**src/rtl/svn_pkg.sv**
```systemverilog
// Shared types and constants of the smooth vertex normal block.
package svn_pkg;

  localparam int MaxVertices = 1024;
  localparam int IdxW        = $clog2(MaxVertices);
  localparam int CoordW      = 24;
  localparam int SumW        = 24;
  localparam int NormW       = 16;
  localparam int DiffW       = CoordW + 1;
  localparam int ProdW       = 2 * DiffW;
  localparam int CrossW      = ProdW + 1;
  localparam int QDepth      = 4;
  localparam int QPtrW       = $clog2(QDepth);
  localparam int QCntW       = $clog2(QDepth + 1);

  typedef logic [IdxW-1:0] idx_t;

  typedef enum logic [1:0] {
    ACT_LOAD = 2'd0,
    ACT_TRI  = 2'd1,
    ACT_READ = 2'd2,
    ACT_NONE = 2'd3
  } action_t;

  typedef struct packed {
    action_t                  kind;
    idx_t                     a;
    idx_t                     b;
    idx_t                     c;
    logic signed [CoordW-1:0] x;
    logic signed [CoordW-1:0] y;
    logic signed [CoordW-1:0] z;
  } item_t;

  typedef struct packed {
    logic signed [CoordW-1:0] x;
    logic signed [CoordW-1:0] y;
    logic signed [CoordW-1:0] z;
  } vec24_t;

  typedef enum logic [2:0] {
    U_IDLE, U_MAX, U_NORM, U_SQ, U_SQRT, U_DINIT, U_DIV, U_DONE
  } ustate_t;

  typedef enum logic [3:0] {
    B_IDLE, B_LOAD, B_TRD, B_DIFF, B_MUL, B_CSUB, B_TSTART, B_TWAIT,
    B_RMW_RD, B_RMW_WR, B_SRD, B_SCAP, B_SSTART, B_SWAIT, B_OUT
  } bstate_t;

endpackage

```
**src/rtl/svn_front.sv**
```systemverilog
// Front end: accepts items, drops unused actions, queues them for the back end.
module svn_front (
  input  logic                         clk,
  input  logic                         rst,
  input  logic                         push,
  output logic                         full,
  input  logic [1:0]                   action,
  input  svn_pkg::idx_t                vertex_a,
  input  svn_pkg::idx_t                vertex_b,
  input  svn_pkg::idx_t                vertex_c,
  input  logic signed [23:0]           coord_x,
  input  logic signed [23:0]           coord_y,
  input  logic signed [23:0]           coord_z,
  output logic                         q_valid,
  output svn_pkg::item_t               q_item,
  input  logic                         deq
);
  import svn_pkg::*;

  item_t            qmem [QDepth];
  logic [QPtrW-1:0] wr_ptr;
  logic [QPtrW-1:0] rd_ptr;
  logic [QCntW-1:0] count;
  logic             enq;
  action_t          act;
  item_t            new_item;

  assign act      = action_t'(action);
  assign full     = (count == QCntW'(QDepth));
  assign enq      = push && !full && (act != ACT_NONE);
  assign q_valid  = (count != '0);
  assign q_item   = qmem[rd_ptr];

  always_comb begin
    new_item.kind = act;
    new_item.a    = vertex_a;
    new_item.b    = vertex_b;
    new_item.c    = vertex_c;
    new_item.x    = coord_x;
    new_item.y    = coord_y;
    new_item.z    = coord_z;
  end

  always_ff @(posedge clk) begin
    if (enq) begin
      qmem[wr_ptr] <= new_item;
    end
  end

  always_ff @(posedge clk) begin
    if (rst) begin
      wr_ptr <= '0;
      rd_ptr <= '0;
      count  <= '0;
    end else begin
      if (enq) wr_ptr <= wr_ptr + 1'b1;
      if (deq) rd_ptr <= rd_ptr + 1'b1;
      if (enq && !deq) count <= count + 1'b1;
      else if (deq && !enq) count <= count - 1'b1;
    end
  end

  a_count_bound: assert property (@(posedge clk) disable iff (rst)
    count <= QCntW'(QDepth))
    else $error("queue count above depth");

endmodule

```
**config.mk**
```make
export PLATFORM = sky130hd
export DESIGN_NAME = svn_front
export DESIGN_NICKNAME = d
export VERILOG_FILES = /design/src/rtl/svn_pkg.sv /design/src/rtl/svn_front.sv
export SDC_FILE = /design/constraint.sdc
export NUM_CORES = 1
export LEC_CHECK = 0
export BUFFER_PORTS_ARGS = -buffer_cell sky130_fd_sc_hd__buf_4
export CORE_MARGIN = 2
export CORE_UTILIZATION = 57
export CTS_CLUSTER_DIAMETER = 120
export CTS_CLUSTER_SIZE = 20
export DETAILED_ROUTE_END_ITERATION = 8
export GPL_ROUTABILITY_DRIVEN = 0
export PLACE_DENSITY = 0.86
export SLEW_MARGIN = 20
export SYNTH_ARGS = -nofsm -noshare
export SYNTH_HDL_FRONTEND = slang
export SYNTH_SLANG_ARGS = --single-unit
export TNS_END_PERCENT = 1
```
**constraint.sdc**
```tcl
create_clock -name clk -period 4.3 [get_ports clk]
set_input_delay 0.43 -clock clk [delete_from_list [all_inputs] [get_ports clk]]
set_output_delay 0.43 -clock clk [all_outputs]
set_load 0.01 [all_outputs]
```
=== Word-level counts from Yosys, hierarchy flattened ===
Memory sizes are Yosys's and may differ from the RTL's. A register that Yosys moved wholly into a read port is not among the register bits.
Cells that the tools add are included.

* Flip-flop bits (word level): 7
* RAM bits: 416
* Bits of input ports: 108
* Output and inout port bits: 106
* Logic and storage cells: 25
* Memories kept: 1

* $add $sub $neg: 4
* Equal/unequal tests: 2
* Mux-type cells: 6
* Reductions and logical operators: 9

{| class="wikitable"
|+ Memory list
! memory !! words !! width !! read ports !! clocked after memory_dff !! wr ports !! line !! text
|-
| qmem || 4 || 104 || 1 || 1 || 1 || svn_front.sv:20 || <nowiki>item_t qmem [QDepth];</nowiki>
|}

{| class="wikitable"
|+ Operators with widths
! kind !! count
|-
| 3-bit two-way mux || 2
|-
| 2-bit by 1-bit adder with 2-bit output, second input constant || 2
|-
| 1-bit logical AND || 4
|-
| 2-bit two-way mux || 2
|-
| 3-bit by 1-bit adder with 3-bit output, second input constant || 1
|-
| 3-bit equality test, second input constant || 1
|-
| 1-bit zero test || 3
|-
| 3-bit nonzero test || 1
|-
| 3-bit by 1-bit subtractor with 3-bit output, second input constant || 1
|-
| 1-bit two-way mux || 2
|-
| 2-bit inequality test, second input constant || 1
|-
| 2-bit nonzero test || 1
|}

=== Logic depth before layout (Yosys ltp) ===
* Depth after elaboration: 8
* Depth in mapped cells: 8
* Gate-level depth less buffers: 8

=== Worst setup path before layout ===
No wires, ideal clock.

* Kind: register to register
* Start point: register count[0]
* End point: memory qmem[0][0] (netlist bit), enable pin
* Setup time: 0.475 ns
* Arrival time: 3.356 ns
* Required time: 3.825 ns
* Slack: 0.470 ns
* Cell stages (with the launch flop): 4
* Path buffers: 0
* Period minus slack after synthesis: 3.830 ns
* Cell sequence: dfxtp_1 > nor3b_2 > a211oi_2 > and2_1

* Longest elaborated chain between the ends: 6

{| class="wikitable"
|+ RTL lines
! what !! line !! text
|-
| from (decl) || svn_front.sv:23 || <nowiki>logic [QCntW-1:0] count;</nowiki>
|-
| from (signal assigned) || svn_front.sv:58 || <nowiki>if (enq && !deq) count <= count + 1'b1;</nowiki>
|-
| from (signal assigned) || svn_front.sv:59 || <nowiki>else if (deq && !enq) count <= count - 1'b1;</nowiki>
|-
| 3-bit equality test || svn_front.sv:29 || <nowiki>assign full = (count == QCntW'(QDepth));</nowiki>
|-
| via full || svn_front.sv:6 || <nowiki>output logic full,</nowiki>
|-
| 1-bit zero test || svn_front.sv:30 || <nowiki>assign enq = push && !full && (act != ACT_NONE);</nowiki>
|-
| 1-bit logical AND (2 in series) || svn_front.sv:30 ||
|-
| via enq || svn_front.sv:24 || <nowiki>logic enq;</nowiki>
|-
| 1-bit two-way mux || svn_front.sv:45 || <nowiki>if (enq) begin</nowiki>
|-
| 1-bit two-way mux (not written as such) || svn_front.sv:46 || <nowiki>qmem[wr_ptr] <= new_item;</nowiki>
|-
| to (decl) || svn_front.sv:20 ||
|}

The timed path passes the listed nets, and every way through them passes these cells.

==> results.yml <==
synth:
  ys.flop_type: "edfxtp_1"
  yosysMostFrequentCell: "edfxtp_1"
  synthTopCellsByCount: "edfxtp_1, mux4_2, buf_2, dfxtp_1"
  ys_ff_latch: 425
  syn_nets: 706
  ys_warn_count: 0
  yosys.area.top_type: "edfxtp_1"
  synth_area_sq_um: 15500
  yosysSeqAreaShare: 0.818
  synth_edf_count: 416
  synth_top_area_frac: 0.806
  synth_area_per_cell_sq_um: 26.2
  async_reset_ff_frac: 0
  synth_area_leaders: "edfxtp_1, mux4_2, dfxtp_1"
  ys_types: 23
  syn_inst: 592
cts:
  numCtsBuffers: 25
  cts_setup_buffers: 0
  clkLatencyLatePin_ns: 0.53
  htree_levels: 1
  postCtsResizedCells: 0
  cts.sinks: 425
  tritoncts: "built"
  ctsHoldBuffers: 0
  root_buffer: "clkbuf_16"
  clkSlewWorstSetupHoldPaths_ns: 0.08
  cts_buffer_depth: 3
global_routing:
  gr-total-overflow: 0
  antenna_found_initial: 0
  grt_usage: 0.198
  grt_max_degree: 80
  grt_pass1_wl_um: 42400
  grt_pass1_vias: 7015
setup_path:
  critical_path.endpoint_type: "primary output"
  r2r_cells: 4
  crit_required_ns: 3.87
  r2r_start: "count[2]"
  path_max_fanout: 43
  reg2reg_to: "qmem[3][32]"
  critPathKind: "reg2out"
  arrival_ns: 2.65
  worstSetupEndpoint: "q_item[44]"
  r2r_setup_slack_ns: 1.85
  cp-start-kind: "flop"
timing:
  fin_skew_ns: 0.0136
  tightest_slew_ns: 0.954
  rsz0062_at_grt: "no"
  setup-tns-final_ns: 0
  max_freq_mhz: 324
  setup-violations-final: 0
  fin_crit_ns: 3.08
  finalHoldViolCount: 0
  fin_crit_sh: 0.717
  worst_hold_slack_ns: 0.0901
  slew_headroom: 0.364
  final_max_slew_viol_count: 0
final_layout:
  final_util: 0.678
  antennaDiodeCount: 0
  stdcell_count: 1167
  stdcell_area_sq_um: 18200
  fillers: 1620
  areaGrowthSynthToFinish_pct: 17.3
  layout.nets: 932
  drive_gt1_frac: 0.439
route:
  dr_total_vias: 6831
  final_antenna_net_count: 0
  firstDrtPassIters: 4
  avgViaCountPerCell: 5.85
  routedWlPerCell_um: 24.1
  remaining_drc_errors: 0
  finalWirelength_um: 28100
  drt_iter0_drc: 723
power:
  power_density_nw_per_um2: 458
  total_leakage_power_uw: 0.00601
  worst_ir_drop_vdd_uv: 361
status:
  status: "finished clean"
place:
  placed_area_sq_um: 17500
  io_buffers: 213
  hpwl_um: 17100
  dp.cells: 1132
run:
  maxCapViolCount: 0
hold_path:
  min_delay_path_depth: 1
  hp-class: "in2reg"
die:
  die-area_sq_um: 28500
  die_x_um: 169
  start_util: 0.578
  die_h_um: 169
  io_pins: 214
  placementRows: 60
  core_sq_um: 26800
==> cells by family after synthesis <==
logic type,count (synthesis),share of synthesized area
muxes,107,0.153
buffers and inverters,30,0.0137
adders and majority gates,6,0.00533
xor gates and xnor gates,4,0.00226
AOI/OAI and AO/OA,3,0.00145
and+or+nand+nor,17,0.00597
DFF,425,0.818
==> flip-flops by register name, indices dropped and copies added, names as in the netlist, named ones only <==
| signal | count |
|---|---|
| rd_ptr | 2 |
| qmem | 416 |
| wr_ptr | 2 |
| count | 3 |
==> layout by cell type (no fill, tap or decap), drive strengths merged, types with 2 or more instances in the layout <==
cell type,Yosys,layout
clkbuf,6,34
dfxtp,9,9
or3,2,2
edfxtp,416,416
inv,5,6
buf,19,224
nor2,7,7
mux2i,2,2
mux4,104,104
ha,5,5
and2,4,4
xor2,3,3
nand2b,2,2
==> stage by stage <==
stage,total power [uW],worst slack (ns)
2_1_floorplan,5610,0.470
5_1_grt,8620,0.986
6_report,8320,1.22
4_1_cts,8410,1.11
3_3_place_gp,6120,1.72
3_5_place_dp,6160,1.70
==> critical path: stages, from the launching register on <==
cell,delay (ns)
dfxtp_4,0.93
buf_4,0.42
mux4_2,0.56
buf_4,0.16
==> power breakdown <==
group,internal [uW],switching [uW]
registers,4820,108
clock network,1070,1210
logic,582,532
total,6480,1850
==> area by class of cell <==
class / instances / area (sq um) / area share
repair buffers: 224 / 1760 / 0.0966
well taps: 341 / 427 / 0.0235
flip-flops and latches: 425 / 12700 / 0.698
inverters: 5 / 18.8 / 0.00103
multi-input cells: 137 / 2620 / 0.144
clock buffers: 34 / 659 / 0.0363
clock inverters: 1 / 16.3 / 0.000895
==> layer usage <==
layer	wire (um)	vias to the layer above	track usage	share of wire
met4	501	0	0.0394	0.018
met3	2380	33	0.0554	0.085
li1	-	2966	-	-
met2	13900	242	0.317	0.49
met5	0	-	0	0
met1	11300	3590	0.282	0.40
==> how the worst min path moves through the flow <==
stage	startpoint	to	slack, ns
after floorplan	count[2]	count[2]	0.46
after global placement	count[2]	count[2]	0.48
after detailed placement	count[2]	count[2]	0.50
after CTS	vertex_b[8]	qmem[1][90]	0.06
after global routing	vertex_b[8]	qmem[0][90]	0.06
final	coord_y[3]	qmem[1][27]	0.09
No activity file was read; power rests on OpenSTA's default activity.
